[src/hdl/cwm_pkg.sv]
// Shared constants, register indexes and the arctangent table of the cylindrical warp.
`default_nettype none
package cwm_pkg;

  // Defaults of the top-level parameters.
  localparam int FocalFracBitsDef = 8;
  localparam int CordicStagesDef  = 16;

  // Coordinate width; it sets the address ports, so it is fixed here.
  localparam int CoordBits = 12;

  // Fixed field widths.
  localparam int AddrW = CoordBits;      // source/destination row and column
  localparam int DimW  = 13;             // width and height registers
  localparam int FocW  = 20;             // focal length, unsigned fixed point
  localparam int PixW  = 8;              // one color channel
  localparam int OffW  = CoordBits + 1;  // centered coordinate, signed
  localparam int QuotW = CoordBits;      // magnitude of the row offset

  localparam int GuardBits  = 8;
  localparam int AngleFrac  = 24;
  localparam int AngleTabN  = 24;
  localparam int AngleW     = 25;
  localparam int ZW         = 27;
  localparam int CfgIdxW    = 2;
  localparam int CfgDataW   = 20;

  // Configuration register indexes.
  localparam logic [CfgIdxW-1:0] CFG_WIDTH  = 2'd0;
  localparam logic [CfgIdxW-1:0] CFG_HEIGHT = 2'd1;
  localparam logic [CfgIdxW-1:0] CFG_FOCAL  = 2'd2;

  localparam logic [DimW-1:0] WidthRst  = 13'd640;
  localparam logic [DimW-1:0] HeightRst = 13'd480;
  localparam logic [FocW-1:0] FocalRst  = 20'd180224;

  // atan(2^-i) in radians, 24 fraction bits, rounded to nearest.
  function automatic logic [AngleW-1:0] atan_q24(input int idx);
    logic [AngleW-1:0] a;
    case (idx)
      0:       a = 25'd13176795;
      1:       a = 25'd7778716;
      2:       a = 25'd4110060;
      3:       a = 25'd2086331;
      4:       a = 25'd1047214;
      5:       a = 25'd524117;
      6:       a = 25'd262123;
      7:       a = 25'd131069;
      8:       a = 25'd65536;
      9:       a = 25'd32768;
      10:      a = 25'd16384;
      11:      a = 25'd8192;
      12:      a = 25'd4096;
      13:      a = 25'd2048;
      14:      a = 25'd1024;
      15:      a = 25'd512;
      16:      a = 25'd256;
      17:      a = 25'd128;
      18:      a = 25'd64;
      19:      a = 25'd32;
      20:      a = 25'd16;
      21:      a = 25'd8;
      22:      a = 25'd4;
      23:      a = 25'd2;
      default: a = '0;
    endcase
    return a;
  endfunction

endpackage
`default_nettype wire

[src/hdl/cwm_rot_cell.sv]
// One cell of the angle/root chain: a CORDIC vectoring step and an integer square-root step.
`default_nettype none
module cwm_rot_cell #(
  parameter int CW      = 32,
  parameter int VW      = 41,
  parameter int IDX     = 0,
  parameter bit DO_ROT  = 1'b1,
  parameter bit DO_ROOT = 1'b1,
  parameter int ROOT_SH = 0
) (
  input  logic                  clk_i,
  input  logic                  rst_ni,
  input  logic                  valid_i,
  input  logic signed [CW-1:0]  cx_i,
  input  logic signed [CW-1:0]  cy_i,
  input  logic signed [cwm_pkg::ZW-1:0] z_i,
  input  logic [VW-1:0]         rem_i,
  input  logic [VW:0]           root_i,
  output logic                  valid_o,
  output logic signed [CW-1:0]  cx_o,
  output logic signed [CW-1:0]  cy_o,
  output logic signed [cwm_pkg::ZW-1:0] z_o,
  output logic [VW-1:0]         rem_o,
  output logic [VW:0]           root_o
);
  import cwm_pkg::*;

  localparam logic [VW:0] RootBit = (VW+1)'(1) << ROOT_SH;
  localparam logic signed [ZW-1:0] Ang = $signed(ZW'(atan_q24(IDX)));

  logic                 valid_q;
  logic signed [CW-1:0] cx_d, cx_q, cy_d, cy_q, dx, dy;
  logic signed [ZW-1:0] z_d, z_q;
  logic [VW-1:0]        rem_d, rem_q;
  logic [VW:0]          root_d, root_q, trial;

  always_comb begin
    dx = cy_i >>> IDX;
    dy = cx_i >>> IDX;
    cx_d = cx_i;
    cy_d = cy_i;
    z_d  = z_i;
    if (DO_ROT) begin
      if (!cy_i[CW-1]) begin
        cx_d = cx_i + dx;
        cy_d = cy_i - dy;
        z_d  = z_i + Ang;
      end else begin
        cx_d = cx_i - dx;
        cy_d = cy_i + dy;
        z_d  = z_i - Ang;
      end
    end
  end

  always_comb begin
    trial  = root_i + RootBit;
    rem_d  = rem_i;
    root_d = root_i;
    if (DO_ROOT) begin
      if ({1'b0, rem_i} >= trial) begin
        rem_d  = rem_i - trial[VW-1:0];
        root_d = (root_i >> 1) + RootBit;
      end else begin
        root_d = root_i >> 1;
      end
    end
  end

  always_ff @(posedge clk_i or negedge rst_ni) begin
    if (!rst_ni) begin
      valid_q <= 1'b0;
    end else begin
      valid_q <= valid_i;
    end
  end

  always_ff @(posedge clk_i) begin
    cx_q   <= cx_d;
    cy_q   <= cy_d;
    z_q    <= z_d;
    rem_q  <= rem_d;
    root_q <= root_d;
  end

  assign valid_o = valid_q;
  assign cx_o    = cx_q;
  assign cy_o    = cy_q;
  assign z_o     = z_q;
  assign rem_o   = rem_q;
  assign root_o  = root_q;

endmodule
`default_nettype wire

[config.mk]
export PLATFORM = sky130hd
export DESIGN_NAME = cwm_rot_cell
export DESIGN_NICKNAME = d
export VERILOG_FILES = /design/src/hdl/cwm_pkg.sv /design/src/hdl/cwm_rot_cell.sv
export SDC_FILE = /design/constraint.sdc
export NUM_CORES = 1
export LEC_CHECK = 0
export BUFFER_PORTS_ARGS = -buffer_cell sky130_fd_sc_hd__buf_2
export CORE_ASPECT_RATIO = 2
export CORE_UTILIZATION = 59
export DETAILED_ROUTE_END_ITERATION = 7
export PLACE_DENSITY = 0.87
export SYNTH_ARGS = -nofsm -noshare
export SYNTH_HDL_FRONTEND = slang
export SYNTH_SLANG_ARGS = --single-unit
[constraint.sdc]
create_clock -name clk_i -period 1.11 [get_ports clk_i]
set_input_delay 0.222 -clock clk_i [delete_from_list [all_inputs] [get_ports clk_i]]
set_output_delay 0.222 -clock clk_i [all_outputs]
set_load 0.02 [all_outputs]
==> results of run 1 <==
==> cell usage after synthesis, types with 6 or more instances <==
| cell type | n |
|---|---|
| or3_1 | 11 |
| nand2b_1 | 15 |
| o21bai_1 | 31 |
| a21oi_1 | 168 |
| o21ai_0 | 97 |
| or2_2 | 8 |
| ha_1 | 161 |
| nor2b_1 | 20 |
| o21ai_1 | 17 |
| nor2_1 | 136 |
| xnor2_1 | 135 |
| o211ai_1 | 14 |
| and3_1 | 19 |
| clkbuf_1 | 41 |
| xor2_1 | 62 |
| nand4_1 | 34 |
| buf_2 | 11 |
| a31oi_1 | 22 |
| nand2_1 | 140 |
| nor3_1 | 42 |
| mux2i_1 | 9 |
| buf_1 | 6 |
| o21a_1 | 11 |
| inv_1 | 116 |
| a21o_1 | 53 |
| nor4_1 | 13 |
| o31ai_1 | 14 |
| a211oi_1 | 17 |
| a211o_1 | 7 |
| and4_1 | 7 |
| nand3_1 | 48 |
| dfxtp_1 | 173 |
| and2_1 | 12 |
==> logic make-up after synthesis <==
kind of cell    count (synthesis)  share of synthesized area (%)
fa+ha+maj                     166                           15.0
simple gates                  526                           18.2
buf+inv                       185                           5.38
flops                         174                           24.8
xor+xnor                      199                           12.5
compound gates                510                           23.1
mux                            13                          0.962
==> metrics by stage <==
step	hold WS [ns]	setup WS (ns)	utilization, %	instance area (um2)	instances
2_1_floorplan	-0.0736	-2.75	-	15000	1773
3_3_place_gp	-0.00413	-3.15	90.7	21200	2946
3_5_place_dp	0.00313	-3.44	90.7	21200	2946
==> flow_metrics.tcl, run 1 <==
set metrics [dict create \
    status "stopped before the end" \
    dieHeight_um 220 \
    async_flop_share_pct 0.575 \
    synth_area_um2 14100 \
    cts_setup_buffers 100 \
    yosysTopAreaCell "dfxtp_1" \
    synthFlopType "dfxtp_1" \
    synth_warnings 0 \
    ys_ff_latch 174 \
    synth.avg_cell_area_um2 7.93 \
    hpwl_um 57400 \
    post_cts_resized 434 \
    stop_error "[ERROR DPL-0038] Utilization greater than 100%, impossible to legalize" \
    std_cell_rows 79 \
    clock-sinks 174 \
    synth_cells 1773 \
    clockBufferDepth 2 \
    die_w_um 111 \
    synth_cell_types 83 \
    h-tree-depth 4 \
    start_util_pct 60.2 \
    hold_buffers 7 \
    globalplace.congestion 1.22 \
    failed_stage "clock tree synthesis" \
    cts_buffers 17 \
    synth_nets 2116 \
    port_buffers 351 \
    synth.area.top_cells "dfxtp_1 25%, ha_1 14%, xnor2_1 8.4%" \
    pin_count 352 \
    yosysTopAreaCellShare_pct 24.6 \
    synth_edf_count 0 \
    synth-seq-area-share_pct 24.8 \
    clockRootBuffer "clkbuf_16" \
]
==> run 2, diff against run 1 <==
--- a/config.mk
+++ b/config.mk
@@ -6,10 +6,9 @@
 export NUM_CORES = 1
 export LEC_CHECK = 0
 export BUFFER_PORTS_ARGS = -buffer_cell sky130_fd_sc_hd__buf_2
-export CORE_ASPECT_RATIO = 2
-export CORE_UTILIZATION = 59
+export CORE_UTILIZATION = 40
 export DETAILED_ROUTE_END_ITERATION = 7
-export PLACE_DENSITY = 0.87
+export PLACE_DENSITY_LB_ADDON = 0.15
 export SYNTH_ARGS = -nofsm -noshare
 export SYNTH_HDL_FRONTEND = slang
 export SYNTH_SLANG_ARGS = --single-unit
==> flow_metrics.tcl, run 2 <==
set metrics [dict create \
    std_cell_rows 68 \
    synth_cell_types 83 \
    switching_share_pct 37.3 \
    path_buf_inv 7 \
    p_leak_uw 0.0132 \
    pin_count 352 \
    synth.area.top_cells "dfxtp_1 25%, ha_1 14%, xnor2_1 8.4%" \
    wl_met3_um 3900 \
    ys_ff_latch 174 \
    clock-sinks 174 \
    maxCapViolCount 0 \
    num_vias 18200 \
    clockRootBuffer "clkbuf_16" \
    crit_type "input port to flip-flop" \
    power_uw 31100 \
    dieHeight_um 189 \
    wl_met1_um 26900 \
    globalplace.congestion 0.986 \
    die_w_um 189 \
    power.share.clock_pct 21.4 \
    dieArea_um2 35900 \
    clockBufferDepth 2 \
    antenna_found_initial 6 \
    start_kind "input port" \
    status "finished, violations left" \
    maxUsedRoutingLayer "met5" \
    synth_area_um2 14100 \
    max-vdd-ir-drop_mv 1.24 \
    hp-class "input port to flip-flop" \
    required_ns 1.49 \
    critPathMaxStageDelay_ns 0.31 \
    crit_path_top_delay_cell "ha_4" \
    largest_reg_flops 42 \
    rsz0062_at_grt "true" \
    vias_per_cell 5.41 \
    slew_headroom_pct 57.9 \
    drt_wl_total_um 69400 \
    synthFlopType "dfxtp_1" \
    power_per_cell_area_nw_per_um2 1100 \
    yosysTopAreaCellShare_pct 24.6 \
    routedWlPerCell_um 20.7 \
    endpoint_kind "flip-flop" \
    drt-pass1-iter-count 6 \
    tightest_slew_ns 0.631 \
    port_buffers 351 \
    cts_buffers 17 \
    power.switching_uw 11600 \
    placed_area_um2 21600 \
    start_util_pct 40.7 \
    setup_viol 341 \
    min_period_ns 3.69 \
    drtAntennaViolNets 0 \
    coreArea_um2 34500 \
    clk_pin_slew_ns 0.07 \
    p_int_uw 19500 \
    dp_cells 3150 \
    finalSetupTns_ns -279.75 \
    synth_warnings 0 \
    maxSlewViolCount 0 \
    layout-drive-gt1-share_pct 62.7 \
    violations "negative setup slack" \
    yosys-top-cells-count "173 x dfxtp_1, 168 x a21oi_1, 161 x ha_1" \
    p_comb_share_pct 52.4 \
    grt_pass1_wl_um 99400 \
    area_growth_pct 101 \
    stdcell_count 3359 \
    synth_most_common_cell "dfxtp_1" \
    async_flop_share_pct 0.575 \
    min_period_over_period_pct 332 \
    synth_edf_count 0 \
    h-tree-depth 4 \
    hpwl_um 47200 \
    power.share.sequential_pct 26.2 \
    synth-seq-area-share_pct 24.8 \
    synth.avg_cell_area_um2 7.93 \
    drt_iter0_drc 1265 \
    worstPathCellList "buf_4, nand4_1, buf_4, nor3_4, nand2b_4, or2_4, nor2_4, nand2_2, xor2_4, ha_4, and4_4, nand3_1, inv_1, and3_4, a21oi_4, o21ai_4, o41ai_4, buf_4, buf_6, nor2_4, buf_12, buf_16, nand4_1, xnor2_1" \
    synth_nets 2116 \
    grtUsageTotal_pct 35.7 \
    setup_slack_ns -2.58 \
    mostFrequentLayoutCells "682 x buf_4, 259 x buf_6, 164 x dfxtp_2" \
    fin_nets 3229 \
    grt_max_degree 35 \
    path_delay_family "simple AND/OR/NAND/NOR gates" \
    crit_path_max_fanout 6 \
    synth_cells 1773 \
    fmax_ghz 0.271 \
    grt_pass1_vias 18500 \
    yosysTopAreaCell "dfxtp_1" \
    critPathArrivalTime_ns 4.07 \
    final_common_cell "buf_4" \
    final-hold-violation-count 0 \
    final_cell_area_um2 28200 \
    cts_tree "yes" \
    drc_errors 0 \
    grt-ovfl-total 0 \
    wl_met2_um 35100 \
    cpMostUsedCell "buf_4" \
]
-- run 2: logic make-up after synthesis --
logic type	count (synthesis)	share of synthesized area, %
multiplexers	13	0.962
AO/OA/AOI/OAI	510	23.1
flip-flops	174	24.8
buffers and inverters	185	5.38
adder cells (fa/ha/maj)	166	15.0
AND/OR/NAND/NOR	526	18.2
XOR/XNOR	199	12.5
-- run 2: power by group through the flow --
stage / clock (uW) / combinational, uW / sequential (uW)
after global routing: 6980 / 17100 / 8220
after floorplan: 0 / 5010 / 9030
after global placement: 0 / 11700 / 7750
final: 6650 / 16300 / 8150
after detailed placement: 0 / 11700 / 7760
after CTS: 6660 / 14700 / 8100
-- run 2: routing by layer --
layer	vias up	GRT usage, %
li1	8491	-
met1	8685	41.6
met4	2	15.8
met2	758	64.1
met3	228	5.30
met5	-	0
-- run 2: repair_timing --
item / 4_1_cts / 5_1_grt
resized for setup: 899 / 323
endpoints found under the hold margin: 24 / 0
setup endpoints to repair: 342 / 341
cloned: 12 / 1
buffers inserted: 105 / 72
hold buffers: 23 / 0
pin swaps: 188 / 202
-- run 2: cell type report --
| class | count | area (um2) |
|---|---|---|
| clock buffer | 20 | 457 |
| antenna | 5 | 12.5 |
| fill | 2125 | 6300 |
| multi-input combinational | 1414 | 12900 |
| inverter | 117 | 490 |
| sequential | 174 | 3700 |
| timing repair buffer | 1162 | 9980 |
| clock inverter | 12 | 159 |
| tap | 455 | 569 |
-- run 2: final timing paths --
check                      startpoint         to  slack, ns  cells after the start
worst max-delay path        root_i[6]  root_o[7]      -2.58                     24
max in group asynchronous      rst_ni    valid_o       0.94                      2
min in group asynchronous      rst_ni    valid_o       0.08                      2
worst min-delay path        rem_i[36]  rem_o[36]       0.01                      3
-- run 2: worst min-delay path, cell delays in order --
cell     delay, ns
buf_2         0.13
nand2_4       0.05
o21ai_2       0.04
-- run 2: through the flow --
| stage | worst slack, ns | utilization, % | hold WS, ns |
|---|---|---|---|
| floorplan | -2.75 | - | -0.0736 |
| global placement | -3.16 | 62.7 | -0.00347 |
| detailed placement | -3.24 | 62.7 | -0.00177 |
| CTS | -2.46 | 76.7 | 0.000832 |
| global route | -2.71 | 81.7 | 0.0116 |
| finish | -2.58 | 81.8 | 0.0133 |
Power figures use the tool's default switching activity.
