**src/hdl/cwm_pkg.sv**
```systemverilog
// Shared constants, register indexes and the arctangent table of the cylindrical warp.
`default_nettype none
package cwm_pkg;

  // Defaults of the top-level parameters.
  localparam int FocalFracBitsDef = 8;
  localparam int CordicStagesDef  = 16;

  // Coordinate width; it sets the address ports, so it is fixed here.
  localparam int CoordBits = 12;

  // Fixed field widths.
  localparam int AddrW = CoordBits;      // source/destination row and column
  localparam int DimW  = 13;             // width and height registers
  localparam int FocW  = 20;             // focal length, unsigned fixed point
  localparam int PixW  = 8;              // one color channel
  localparam int OffW  = CoordBits + 1;  // centered coordinate, signed
  localparam int QuotW = CoordBits;      // magnitude of the row offset

  localparam int GuardBits  = 8;
  localparam int AngleFrac  = 24;
  localparam int AngleTabN  = 24;
  localparam int AngleW     = 25;
  localparam int ZW         = 27;
  localparam int CfgIdxW    = 2;
  localparam int CfgDataW   = 20;

  // Configuration register indexes.
  localparam logic [CfgIdxW-1:0] CFG_WIDTH  = 2'd0;
  localparam logic [CfgIdxW-1:0] CFG_HEIGHT = 2'd1;
  localparam logic [CfgIdxW-1:0] CFG_FOCAL  = 2'd2;

  localparam logic [DimW-1:0] WidthRst  = 13'd640;
  localparam logic [DimW-1:0] HeightRst = 13'd480;
  localparam logic [FocW-1:0] FocalRst  = 20'd180224;

  // atan(2^-i) in radians, 24 fraction bits, rounded to nearest.
  function automatic logic [AngleW-1:0] atan_q24(input int idx);
    logic [AngleW-1:0] a;
    case (idx)
      0:       a = 25'd13176795;
      1:       a = 25'd7778716;
      2:       a = 25'd4110060;
      3:       a = 25'd2086331;
      4:       a = 25'd1047214;
      5:       a = 25'd524117;
      6:       a = 25'd262123;
      7:       a = 25'd131069;
      8:       a = 25'd65536;
      9:       a = 25'd32768;
      10:      a = 25'd16384;
      11:      a = 25'd8192;
      12:      a = 25'd4096;
      13:      a = 25'd2048;
      14:      a = 25'd1024;
      15:      a = 25'd512;
      16:      a = 25'd256;
      17:      a = 25'd128;
      18:      a = 25'd64;
      19:      a = 25'd32;
      20:      a = 25'd16;
      21:      a = 25'd8;
      22:      a = 25'd4;
      23:      a = 25'd2;
      default: a = '0;
    endcase
    return a;
  endfunction

endpackage
`default_nettype wire

```
**src/hdl/cwm_div_cell.sv**
```systemverilog
// One cell of the restoring divider chain: settles one quotient bit.
`default_nettype none
module cwm_div_cell #(
  parameter int DW = 32,
  parameter int MW = 21,
  parameter int K  = 0
) (
  input  logic                        clk_i,
  input  logic                        rst_ni,
  input  logic                        valid_i,
  input  logic [DW-1:0]               rem_i,
  input  logic [MW-1:0]               den_i,
  input  logic [cwm_pkg::QuotW-1:0]   quo_i,
  output logic                        valid_o,
  output logic [DW-1:0]               rem_o,
  output logic [MW-1:0]               den_o,
  output logic [cwm_pkg::QuotW-1:0]   quo_o
);
  import cwm_pkg::*;

  logic              valid_q;
  logic [DW-1:0]     trial, rem_d, rem_q;
  logic [MW-1:0]     den_q;
  logic [QuotW-1:0]  quo_d, quo_q;

  always_comb begin
    trial = DW'(den_i) << K;
    rem_d = rem_i;
    quo_d = quo_i;
    if (rem_i >= trial) begin
      rem_d    = rem_i - trial;
      quo_d[K] = 1'b1;
    end
  end

  always_ff @(posedge clk_i or negedge rst_ni) begin
    if (!rst_ni) begin
      valid_q <= 1'b0;
    end else begin
      valid_q <= valid_i;
    end
  end

  always_ff @(posedge clk_i) begin
    rem_q <= rem_d;
    den_q <= den_i;
    quo_q <= quo_d;
  end

  assign valid_o = valid_q;
  assign rem_o   = rem_q;
  assign den_o   = den_q;
  assign quo_o   = quo_q;

endmodule
`default_nettype wire

```
**config.mk**
```make
export PLATFORM = sky130hd
export DESIGN_NAME = cwm_div_cell
export DESIGN_NICKNAME = d
export VERILOG_FILES = /design/src/hdl/cwm_pkg.sv /design/src/hdl/cwm_div_cell.sv
export SDC_FILE = /design/constraint.sdc
export NUM_CORES = 1
export LEC_CHECK = 0
export BUFFER_PORTS_ARGS = -buffer_cell sky130_fd_sc_hd__buf_2
export CAP_MARGIN = 20
export CORE_MARGIN = 1.5
export CORE_UTILIZATION = 41
export DETAILED_ROUTE_END_ITERATION = 7
export GPL_TIMING_DRIVEN = 1
export PLACE_DENSITY = 0.71
export SLEW_MARGIN = 30
export SYNTH_ARGS = -nofsm -noshare
export SYNTH_HDL_FRONTEND = slang
export SYNTH_SLANG_ARGS = --single-unit
```
**constraint.sdc**
```tcl
create_clock -name clk_i -period 1.15 [get_ports clk_i]
set_clock_uncertainty 0.2 [all_clocks]
set_input_delay 0.1725 -clock clk_i [delete_from_list [all_inputs] [get_ports clk_i]]
set_output_delay 0.1725 -clock clk_i [all_outputs]
set_load 0.005 [all_outputs]
```
==> report_table.html, run 1 <==
<table>
<tr><th>Metric</th><th>Value</th></tr>
<tr><th colspan="2">Placement</th></tr>
<tr><td>Weighted congestion reported at the end of routability-driven placement</td><td>0.884</td></tr>
<tr><td>Quantity of I/O buffers inserted on ports</td><td>~130</td></tr>
<tr><td>Total placed instance area</td><td>4470 sq um</td></tr>
<tr><td>Final HPWL from detailed placement</td><td>6.27 mm</td></tr>
<tr><th colspan="2">Clock network</th></tr>
<tr><td>Worst-case clock buffer depth</td><td>2</td></tr>
<tr><td>Clock-pin slew on the worst setup and hold paths</td><td>0.07 ns</td></tr>
<tr><td>Clock tree from TritonCTS</td><td>built</td></tr>
<tr><td>Count of clock tree sinks</td><td>66</td></tr>
<tr><td>Number of levels in the clock H-tree</td><td>3</td></tr>
<tr><td>Clock tree root buffer cell</td><td>sky130_fd_sc_hd__clkbuf_8</td></tr>
<tr><td>Number of CTS-inserted buffers</td><td>9</td></tr>
<tr><th colspan="2">Logic synthesis</th></tr>
<tr><td>Count of warnings emitted by yosys</td><td>0</td></tr>
<tr><td>Sequential area share after synthesis</td><td>between 40% and 50%</td></tr>
<tr><td>Post-Syn Nets</td><td>425</td></tr>
<tr><td>Mean cell area of the mapped netlist</td><td>about 9.1 sq um</td></tr>
<tr><td>Most numerous cell in the Yosys netlist</td><td>sky130_fd_sc_hd__dfxtp_1</td></tr>
<tr><td>Distinct cell type count of the synthesized netlist</td><td>45</td></tr>
<tr><td>Count of flip-flops with a built-in enable after synthesis</td><td>0</td></tr>
<tr><td>Commonest cells post-synth</td><td>sky130_fd_sc_hd__dfxtp_1 (65), sky130_fd_sc_hd__nand2_1 (41), sky130_fd_sc_hd__inv_1 (27), sky130_fd_sc_hd__ha_1 (21)</td></tr>
<tr><td>Gate count after technology mapping</td><td>335</td></tr>
<tr><td>Area of the mapped netlist</td><td>3060 sq um</td></tr>
<tr><td>Cell type with the largest total area after synthesis</td><td>sky130_fd_sc_hd__dfxtp_1</td></tr>
<tr><td>Flip-flop and latch count after synthesis</td><td>66</td></tr>
<tr><td>Dominant register cell in the synthesized netlist</td><td>sky130_fd_sc_hd__dfxtp_1</td></tr>
<tr><td>Async SR Flop Fraction</td><td>1.52%</td></tr>
<tr><td>Yosys top cell area share</td><td>42.6%</td></tr>
<tr><td>Area contributors post-synth</td><td>sky130_fd_sc_hd__dfxtp_1 (43%), sky130_fd_sc_hd__ha_1 (8.6%), sky130_fd_sc_hd__nand2_1 (5.0%)</td></tr>
<tr><th colspan="2">Drt</th></tr>
<tr><td>Routed length per instance</td><td>15.5 microns</td></tr>
<tr><td>Starting DRC count in detailed routing</td><td>165</td></tr>
<tr><td>Wirelength, routed</td><td>between 10 and 15 mm</td></tr>
<tr><td>First-pass DRT Iterations</td><td>4</td></tr>
<tr><td>Remaining DRCs</td><td>0</td></tr>
<tr><td>Detail-routed via count per cell</td><td>5.06</td></tr>
<tr><td>Residual antenna-violating net count after detailed routing</td><td>0</td></tr>
<tr><td>Vias post-DR</td><td>3728</td></tr>
<tr><th colspan="2">Min path</th></tr>
<tr><td>HP Class</td><td>primary input to flip-flop</td></tr>
<tr><th colspan="2">Critical path</th></tr>
<tr><td>Series of cell instances along the critical path</td><td>buf_2 &gt; inv_1 &gt; ha_4 &gt; buf_6 &gt; nand2_2 &gt; o21bai_1 &gt; a21oi_1 &gt; o211ai_1 &gt; o21ai_4 &gt; buf_12 &gt; or4_1 &gt; nand2_1</td></tr>
<tr><td>Largest stage delay on the critical path</td><td>0.49 ns</td></tr>
<tr><td>Sort of element at the start of the critical path</td><td>primary input</td></tr>
<tr><td>CP Max Fanout</td><td>7</td></tr>
<tr><td>Type of the worst setup path</td><td>primary input to flip-flop</td></tr>
<tr><td>Crit end category</td><td>flip-flop</td></tr>
<tr><td>WP data arrival</td><td>roughly 2.4 ns</td></tr>
<tr><td>Cell with the largest stage delay on the worst path</td><td>sky130_fd_sc_hd__or4_1</td></tr>
<tr><td>Required @ worst endpoint</td><td>1.23 ns</td></tr>
<tr><th colspan="2">Cells and area</th></tr>
<tr><td>Area Overhead vs Synth</td><td>99.3%</td></tr>
<tr><td>Fillcell total</td><td>around 400</td></tr>
<tr><td>Layout Cell Area excl Fill</td><td>6090 sq um</td></tr>
<tr><td>Antenna cells</td><td>0</td></tr>
<tr><td>Number of nets at the end of the flow</td><td>723</td></tr>
<tr><td>Fraction of final layout cells with drive strength greater than 1</td><td>54.1%</td></tr>
<tr><th colspan="2">Power and ir drop</th></tr>
<tr><td>Sw frac</td><td>27.7%</td></tr>
<tr><td>Switching pwr</td><td>1.93 mW</td></tr>
<tr><td>Internal Power</td><td>5.03 mW</td></tr>
<tr><td>Sequential Power Share</td><td>37.8%</td></tr>
<tr><td>Worst-case vdd ir drop</td><td>0.000923 V</td></tr>
<tr><td>Clk network pwr share</td><td>31.1%</td></tr>
<tr><td>Combinational share of power</td><td>31.1%</td></tr>
<tr><td>Pwr Total</td><td>6.96 mW</td></tr>
<tr><td>Lkg Pwr</td><td>2.85 nW</td></tr>
<tr><td>Power density relative to cell area</td><td>1140 nW/um^2</td></tr>
<tr><th colspan="2">Timing</th></tr>
<tr><td>Final-report max-slew violation count</td><td>0</td></tr>
<tr><td>RSZ-0062 raised after global routing</td><td>yes</td></tr>
<tr><td>Minimum clock period</td><td>2.27 ns</td></tr>
<tr><td>Tightest hold margin</td><td>-0.0387 ns</td></tr>
<tr><td>Final critical-path share of the clock period</td><td>197%</td></tr>
<tr><td>Maximum achievable frequency</td><td>about 440 MHz</td></tr>
<tr><td>Headroom to the max-slew limit</td><td>72.7%</td></tr>
<tr><td>Setup Viol. Count Final</td><td>37</td></tr>
<tr><td>Final hold violations</td><td>1</td></tr>
<tr><td>Slew at the pin closest to its max-slew limit</td><td>0.410 ns</td></tr>
<tr><td>Setup ws final</td><td>-1.12 ns</td></tr>
<tr><th colspan="2">Floorplanning</th></tr>
<tr><td>Floorplan die width</td><td>~90 microns</td></tr>
<tr><td>I/O pin count</td><td>134</td></tr>
<tr><td>Die Area</td><td>7980 sq um</td></tr>
<tr><td>Standard cell core area</td><td>7210 sq um</td></tr>
<tr><td>Die H</td><td>just under 90 microns</td></tr>
<tr><td>Row Count</td><td>31</td></tr>
<tr><td>Effective utilization at floorplan</td><td>42.4%</td></tr>
<tr><th colspan="2">Global routing</th></tr>
<tr><td>Overall global routing resource usage</td><td>24.9%</td></tr>
<tr><td>Initial antenna violation count</td><td>0</td></tr>
<tr><td>Number of global-route vias before repair</td><td>around 3500</td></tr>
<tr><td>Largest net degree at the start of global routing</td><td>21</td></tr>
<tr><td>First-pass GRT wire length</td><td>15.2 mm</td></tr>
<tr><td>Remaining global-route overflow</td><td>0</td></tr>
<tr><th colspan="2">Flow run</th></tr>
<tr><td>Max-cap violation count</td><td>0</td></tr>
<tr><th colspan="2">Status</th></tr>
<tr><td>Violations in the final reports</td><td>hold timing, setup timing</td></tr>
<tr><td>Outcome</td><td>finished with violations</td></tr>
</table>
-- power groups by stage --
stage          Sequential, mW  Clock, mW  Combinational [mW]
3_5_place_dp             2.65          0                1.59
3_3_place_gp             2.64          0                1.56
4_1_cts                  2.60       2.19                1.89
2_1_floorplan            2.69          0               0.696
6_report                 2.63       2.16                2.17
5_1_grt                  2.65       2.30                2.34
-- through the flow --
stage                     setup TNS, ns  cells  utilization (%)  worst slack [ns]
after detailed placement         -43.28    641             61.9             -1.46
after CTS                        -29.46    730             78.7            -0.994
after floorplan                  -36.60    335                -             -1.22
after global routing             -36.07    737             84.4             -1.19
after global placement           -41.95    641             61.9             -1.35
final                            -33.10    737             84.4             -1.12
-- routing by layer --
metal  vias up  global-route usage [%]  part of all wire (%)
li1       1763                       -                     -
met1      1758                    28.1                    39
met2       174                    44.2                    53
met3        33                    4.99                   5.5
met4         0                    13.0                   3.2
met5         -                       0                     0
-- worst max-delay path: cells and delay by family --
kind / cells / cell delay [ns]
buf+inv: 4 / 0.43
simple gates: 3 / 0.62
compound gates: 4 / 0.82
fa+ha+maj: 1 / 0.28
-- placed cells by master (no fill, tap or decap), types with 15 or more instances in the layout --
cell type                       netlist  routed
sky130_fd_sc_hd__buf_2                3     116
sky130_fd_sc_hd__buf_4                1      84
sky130_fd_sc_hd__dlygate4sd3_1        0      65
sky130_fd_sc_hd__dfxtp_1             65      44
sky130_fd_sc_hd__inv_1               27      26
sky130_fd_sc_hd__nand2_1             41      22
sky130_fd_sc_hd__buf_6                3      22
sky130_fd_sc_hd__dfxtp_2              0      21
sky130_fd_sc_hd__nand2_2              0      15
sky130_fd_sc_hd__o21ai_2              0      15
sky130_fd_sc_hd__ha_1                21      15
-- cell type report --
cell class	count	area, sq um	share of cell area, %
timing repair buffer	296	2290	37.6
multi-input combinational	233	2000	32.9
inverter	27	104	1.71
clock inverter	5	77.6	1.27
tap	99	124	2.03
clock buffer	11	141	2.32
sequential	66	1350	22.2
-- registers in the layout (all words and copies together) (netlist names) --
| register | flops |
|---|---|
| rem_o | 32 |
| valid_o | 1 |
| den_o | 21 |
| quo_o | 12 |
-- cells by family after synthesis --
family | share of synthesized area (%)
buffers and inverters | 5.41
AND/OR/NAND/NOR | 16.8
flip-flops | 43.4
multiplexers | 0.369
adder cells (fa/ha/maj) | 9.25
XOR/XNOR | 7.45
AO/OA/AOI/OAI | 17.3
-- final timing paths --
check / from / end / slack [ns] / cells after the start
worst max-delay path: den_i[9] / rem_o[21] / -1.12 / 12
worst min-delay path: rem_i[10] / rem_o[10] / -0.04 / 3
max in group asynchronous: rst_ni / valid_o / 0.21 / 3
min in group asynchronous: rst_ni / valid_o / 0.44 / 3
-- repair_timing --
item | CTS | global route
resized for setup | 51 | 87
cloned | 2 | 3
buffers inserted | 7 | 4
setup endpoints to repair | 44 | 79
pin swaps | 21 | 25
hold endpoints to repair | 66 | 2
hold buffers | 64 | 1
Power figures use the tool's default switching activity.
==> inputs of run 2 (changes only) <==
--- a/config.mk
+++ b/config.mk
@@ -8,10 +8,10 @@
 export BUFFER_PORTS_ARGS = -buffer_cell sky130_fd_sc_hd__buf_2
 export CAP_MARGIN = 20
 export CORE_MARGIN = 1.5
-export CORE_UTILIZATION = 41
+export CORE_UTILIZATION = 51
 export DETAILED_ROUTE_END_ITERATION = 7
-export GPL_TIMING_DRIVEN = 1
-export PLACE_DENSITY = 0.71
+export GPL_TIMING_DRIVEN = 0
+export PLACE_DENSITY = 0.85
 export SLEW_MARGIN = 30
 export SYNTH_ARGS = -nofsm -noshare
 export SYNTH_HDL_FRONTEND = slang
==> report_table.html, run 2 <==
<table>
<tr><th>Metric</th><th>Value</th></tr>
<tr><th colspan="2">Global routing</th></tr>
<tr><td>Largest net degree at the start of global routing</td><td>13</td></tr>
<tr><td>Remaining global-route overflow</td><td>5</td></tr>
<tr><td>Overall global routing resource usage</td><td>around 66%</td></tr>
<tr><th colspan="2">Placement</th></tr>
<tr><td>Quantity of I/O buffers inserted on ports</td><td>133</td></tr>
<tr><td>Final HPWL from detailed placement</td><td>5.87 mm</td></tr>
<tr><td>Weighted congestion reported at the end of routability-driven placement</td><td>0.873</td></tr>
<tr><td>Cell Count Post-Placement</td><td>543</td></tr>
<tr><th colspan="2">Clock network</th></tr>
<tr><td>Clock tree root buffer cell</td><td>sky130_fd_sc_hd__clkbuf_8</td></tr>
<tr><td>Number of levels in the clock H-tree</td><td>3</td></tr>
<tr><td>Number of CTS-inserted buffers</td><td>9</td></tr>
<tr><td>Worst-case clock buffer depth</td><td>2</td></tr>
<tr><td>Count of clock tree sinks</td><td>66</td></tr>
<tr><th colspan="2">Logic synthesis</th></tr>
<tr><td>Yosys top cell area share</td><td>42.6%</td></tr>
<tr><td>Distinct cell type count of the synthesized netlist</td><td>45</td></tr>
<tr><td>Cell type with the largest total area after synthesis</td><td>sky130_fd_sc_hd__dfxtp_1</td></tr>
<tr><td>Most numerous cell in the Yosys netlist</td><td>sky130_fd_sc_hd__dfxtp_1</td></tr>
<tr><td>Area of the mapped netlist</td><td>3060 sq um</td></tr>
<tr><td>Mean cell area of the mapped netlist</td><td>9.12 sq um</td></tr>
<tr><td>Area contributors post-synth</td><td>sky130_fd_sc_hd__dfxtp_1 (43%), sky130_fd_sc_hd__ha_1 (8.6%), sky130_fd_sc_hd__nand2_1 (5.0%)</td></tr>
<tr><td>Async SR Flop Fraction</td><td>1.52%</td></tr>
<tr><td>Count of flip-flops with a built-in enable after synthesis</td><td>0</td></tr>
<tr><td>Post-Syn Nets</td><td>425</td></tr>
<tr><td>Dominant register cell in the synthesized netlist</td><td>sky130_fd_sc_hd__dfxtp_1</td></tr>
<tr><td>Commonest cells post-synth</td><td>sky130_fd_sc_hd__dfxtp_1 (65), sky130_fd_sc_hd__nand2_1 (41), sky130_fd_sc_hd__inv_1 (27), sky130_fd_sc_hd__ha_1 (21)</td></tr>
<tr><td>Sequential area share after synthesis</td><td>43.4%</td></tr>
<tr><td>Flip-flop and latch count after synthesis</td><td>66</td></tr>
<tr><td>Count of warnings emitted by yosys</td><td>0</td></tr>
<tr><td>Gate count after technology mapping</td><td>roughly 340</td></tr>
<tr><th colspan="2">Timing</th></tr>
<tr><td>Endpoint with the least setup slack after the last repair</td><td>rem_o[22]$_DFF_P_/D</td></tr>
<tr><td>Type of pin the worst path ends at</td><td>register data pin</td></tr>
<tr><th colspan="2">Floorplanning</th></tr>
<tr><td>Row Count</td><td>28</td></tr>
<tr><td>I/O pin count</td><td>134</td></tr>
<tr><td>Effective utilization at floorplan</td><td>between 50% and 60%</td></tr>
<tr><td>Floorplan die width</td><td>a little over 80 microns</td></tr>
<tr><td>Die H</td><td>80.4 microns</td></tr>
<tr><th colspan="2">Status</th></tr>
<tr><td>Err</td><td>[ERROR GRT-0232] Routing congestion too high. Check the congestion heatmap in the GUI.</td></tr>
<tr><td>Last flow stage reached</td><td>5_1_grt</td></tr>
<tr><td>Outcome</td><td>aborted with a tool error</td></tr>
</table>
## run 2: metal layers
metal	GRT usage (%)	overflow
met1	67.6	0
met2	88.3	1
met3	42.3	0
met4	63.1	4
met5	6.36	0
## run 2: timing repair
item / CTS
resized for setup: 62
hold buffers: 65
pin swaps: 15
cloned: 1
hold endpoints to repair: 67
buffers inserted: 14
endpoints found under the setup margin: 56
## run 2: stage by stage
stage | setup slack [ns] | hold slack, ns | area [sq um]
after CTS | -1.05 | -0.283 | 5140
after detailed placement | -1.66 | -0.252 | 3870
after global placement | -1.67 | -0.253 | 3870
after floorplan | -1.22 | -0.323 | 3110
## run 2: cell families after synthesis
kind of cell,count (synthesis),synth area share [%]
xor+xnor,26,7.45
compound gates,83,17.3
flops,66,43.4
fa+ha+maj,22,9.25
mux,1,0.369
simple gates,101,16.8
buf+inv,36,5.41
==> inputs of run 3 (changes only) <==
--- a/config.mk
+++ b/config.mk
@@ -8,10 +8,10 @@
 export BUFFER_PORTS_ARGS = -buffer_cell sky130_fd_sc_hd__buf_2
 export CAP_MARGIN = 20
 export CORE_MARGIN = 1.5
-export CORE_UTILIZATION = 51
+export CORE_UTILIZATION = 40
 export DETAILED_ROUTE_END_ITERATION = 7
 export GPL_TIMING_DRIVEN = 0
-export PLACE_DENSITY = 0.85
+export PLACE_DENSITY_LB_ADDON = 0.15
 export SLEW_MARGIN = 30
 export SYNTH_ARGS = -nofsm -noshare
 export SYNTH_HDL_FRONTEND = slang
==> report_table.html, run 3 (same netlist as run 1, synthesis figures left out) <==
<table>
<tr><th>Metric</th><th>Value</th></tr>
<tr><th colspan="2">Placement</th></tr>
<tr><td>Final HPWL from detailed placement</td><td>approximately 5.6 mm</td></tr>
<tr><td>Weighted congestion reported at the end of routability-driven placement</td><td>slightly above 0.8</td></tr>
<tr><td>Quantity of I/O buffers inserted on ports</td><td>133</td></tr>
<tr><td>Cell Count Post-Placement</td><td>567</td></tr>
<tr><td>Setup slack after placement</td><td>-1.69 ns</td></tr>
<tr><td>Total placed instance area</td><td>3900 sq um</td></tr>
<tr><th colspan="2">Clock network</th></tr>
<tr><td>Clock tree from TritonCTS</td><td>built</td></tr>
<tr><td>Number of levels in the clock H-tree</td><td>3</td></tr>
<tr><td>Clock tree root buffer cell</td><td>sky130_fd_sc_hd__clkbuf_8</td></tr>
<tr><td>Number of buffers inserted for hold repair after clock tree synthesis</td><td>68</td></tr>
<tr><td>Number of CTS-inserted buffers</td><td>9</td></tr>
<tr><td>Worst-case clock buffer depth</td><td>2</td></tr>
<tr><td>Clock-pin slew on the worst setup and hold paths</td><td>about 0.09 ns</td></tr>
<tr><td>Count of clock tree sinks</td><td>66</td></tr>
<tr><th colspan="2">Critical path</th></tr>
<tr><td>Largest stage delay on the critical path</td><td>about 0.54 ns</td></tr>
<tr><td>Cell with the largest stage delay on the worst path</td><td>sky130_fd_sc_hd__or4_4</td></tr>
<tr><td>Type of the worst setup path</td><td>primary input to flip-flop</td></tr>
<tr><td>WP data arrival</td><td>2.34 ns</td></tr>
<tr><td>Crit end category</td><td>flip-flop</td></tr>
<tr><td>CP Max Fanout</td><td>6</td></tr>
<tr><td>Series of cell instances along the critical path</td><td>buf_6 &gt; or4_4 &gt; nand4bb_4 &gt; a2111oi_4 &gt; nand2_1 &gt; o21ai_4 &gt; buf_8 &gt; mux2_4</td></tr>
<tr><td>Startpoint of the worst setup timing path</td><td>rem_i[27]</td></tr>
<tr><td>Required @ worst endpoint</td><td>between 1 and 1.5 ns</td></tr>
<tr><td>End point of the critical path</td><td>rem_o[10]</td></tr>
<tr><td>Sort of element at the start of the critical path</td><td>primary input</td></tr>
<tr><th colspan="2">Timing</th></tr>
<tr><td>Slew at the pin closest to its max-slew limit</td><td>0.492 ns</td></tr>
<tr><td>Maximum achievable frequency</td><td>433 MHz</td></tr>
<tr><td>Final-report max-slew violation count</td><td>0</td></tr>
<tr><td>RSZ-0062 raised after global routing</td><td>yes</td></tr>
<tr><td>Headroom to the max-slew limit</td><td>roughly two thirds</td></tr>
<tr><td>Setup Viol. Count Final</td><td>38</td></tr>
<tr><td>Minimum clock period</td><td>2.31 ns</td></tr>
<tr><td>Final critical-path share of the clock period</td><td>201%</td></tr>
<tr><td>Tightest hold margin</td><td>-0.0721 ns</td></tr>
<tr><td>Setup ws final</td><td>-1.16 ns</td></tr>
<tr><td>Final hold violations</td><td>1</td></tr>
<tr><th colspan="2">Global routing</th></tr>
<tr><td>Initial antenna violation count</td><td>1</td></tr>
<tr><td>Number of global-route vias before repair</td><td>3047</td></tr>
<tr><td>Remaining global-route overflow</td><td>0</td></tr>
<tr><td>Overall global routing resource usage</td><td>between 20% and 30%</td></tr>
<tr><td>Largest net degree at the start of global routing</td><td>14</td></tr>
<tr><td>First-pass GRT wire length</td><td>between 10 and 15 mm</td></tr>
<tr><th colspan="2">Drt</th></tr>
<tr><td>Remaining DRCs</td><td>0</td></tr>
<tr><td>First-pass DRT Iterations</td><td>4</td></tr>
<tr><td>Detail-routed via count per cell</td><td>~4.8</td></tr>
<tr><td>Residual antenna-violating net count after detailed routing</td><td>0</td></tr>
<tr><td>Routed length per instance</td><td>13.7 microns</td></tr>
<tr><td>Vias post-DR</td><td>between 3000 and 4000</td></tr>
<tr><td>Wirelength, routed</td><td>9.12 mm</td></tr>
<tr><td>Starting DRC count in detailed routing</td><td>147</td></tr>
<tr><th colspan="2">Power and ir drop</th></tr>
<tr><td>Sw frac</td><td>29.3%</td></tr>
<tr><td>Combinational share of power</td><td>a little over a quarter</td></tr>
<tr><td>Internal Power</td><td>4.43 mW</td></tr>
<tr><td>Lkg Pwr</td><td>2.38 nW</td></tr>
<tr><td>Worst-case vdd ir drop</td><td>between 0.0005 and 0.0006 V</td></tr>
<tr><td>Sequential Power Share</td><td>41.6%</td></tr>
<tr><td>Power density relative to cell area</td><td>about 1200 nW/um^2</td></tr>
<tr><td>Switching pwr</td><td>1.84 mW</td></tr>
<tr><td>Clk network pwr share</td><td>31.8%</td></tr>
<tr><th colspan="2">Cells and area</th></tr>
<tr><td>Flip-flop count of the largest register, all copies and words added</td><td>32</td></tr>
<tr><td>Fraction of final layout cells with drive strength greater than 1</td><td>40.1%</td></tr>
<tr><td>Layout Cell Area excl Fill</td><td>5260 sq um</td></tr>
<tr><td>Fillcell total</td><td>roughly 580</td></tr>
<tr><td>Antenna cells</td><td>0</td></tr>
<tr><td>Most common cell after layout, fill and taps aside</td><td>sky130_fd_sc_hd__buf_2</td></tr>
<tr><td>Number of non-filler instances in the completed layout</td><td>about 670</td></tr>
<tr><td>Commonest cells after routing, fill and taps aside</td><td>sky130_fd_sc_hd__buf_2 (122), sky130_fd_sc_hd__dlygate4sd3_1 (68), sky130_fd_sc_hd__dfxtp_1 (54)</td></tr>
<tr><td>Number of nets at the end of the flow</td><td>about 650</td></tr>
<tr><td>Area Overhead vs Synth</td><td>72.0%</td></tr>
<tr><th colspan="2">Min path</th></tr>
<tr><td>HP Class</td><td>primary input to flip-flop</td></tr>
<tr><th colspan="2">Status</th></tr>
<tr><td>Violations in the final reports</td><td>hold timing, setup timing</td></tr>
<tr><td>Outcome</td><td>finished with violations</td></tr>
<tr><th colspan="2">Floorplanning</th></tr>
<tr><td>Die Area</td><td>8170 sq um</td></tr>
<tr><td>Effective utilization at floorplan</td><td>about two fifths</td></tr>
<tr><td>Standard cell core area</td><td>7330 sq um</td></tr>
<tr><td>Floorplan die width</td><td>90.4 microns</td></tr>
<tr><td>Row Count</td><td>31</td></tr>
<tr><td>I/O pin count</td><td>134</td></tr>
<tr><td>Die H</td><td>~90 microns</td></tr>
<tr><th colspan="2">Flow run</th></tr>
<tr><td>Max-cap violation count</td><td>0</td></tr>
</table>
-- run 3: what timing repair did --
item / in CTS / in global routing
gates cloned: 0 / 1
setup buffers: 10 / 5
pin swaps: 8 / 21
resized for setup: 37 / 43
hold endpoints to repair: 67 / 2
setup endpoints to repair: 47 / 96
-- run 3: how the worst min path moves through the flow --
stage	from	end	slack (ns)	depth (start not counted)
global placement	rst_ni	valid_o	-0.25	1
CTS	rem_i[21]	rem_o[21]	-0.09	3
global route	rem_i[21]	rem_o[21]	-0.08	3
finish	rem_i[21]	rem_o[21]	-0.07	3
detailed placement	rst_ni	valid_o	-0.25	1
floorplan	rst_ni	valid_o	-0.32	0
-- run 3: final cells by class --
class                      instances  area (sq um)  area share [%]
clock inverter                     7          76.3            1.45
timing repair buffer             216          1560            29.6
buffer                             8          82.6            1.57
inverter                          27           104            1.98
clock buffer                       9           124            2.36
multi-input combinational        233          1850            35.2
sequential                        66          1340            25.5
tap                               99           124            2.36
-- run 3: stage by stage --
| step | power (mW) | setup TNS [ns] | util, % |
|---|---|---|---|
| 6_report | 6.27 | -36.30 | 71.7 |
| 5_1_grt | 6.61 | -40.52 | 71.7 |
| 4_1_cts | 6.15 | -32.92 | 68.6 |
| 3_5_place_dp | 3.91 | -53.06 | 53.1 |
| 3_3_place_gp | 3.89 | -52.24 | 53.1 |
| 2_1_floorplan | 3.39 | -36.60 | - |
-- run 3: power groups by stage --
stage,clock [mW],sequential (mW),combinational [mW]
final,2.00,2.61,1.67
after detailed placement,0,2.64,1.27
after floorplan,0,2.69,0.696
after global routing,2.16,2.63,1.82
after global placement,0,2.64,1.26
after CTS,2.02,2.59,1.55
-- run 3: critical path, delay by kind of cell --
kind / cells / cell delay (ns)
buf+inv: 2 / 0.27
mux: 1 / 0.29
simple gates: 3 / 0.95
compound gates: 2 / 0.66
-- run 3: routing by layer --
layer | vias up | global-route usage [%] | share of wire (%)
met5 | - | 0 | 0.11
met1 | 1457 | 27.1 | 45
met2 | 117 | 35.5 | 48
met4 | 2 | 5.69 | 0.84
met3 | 10 | 6.31 | 6.7
li1 | 1622 | - | -
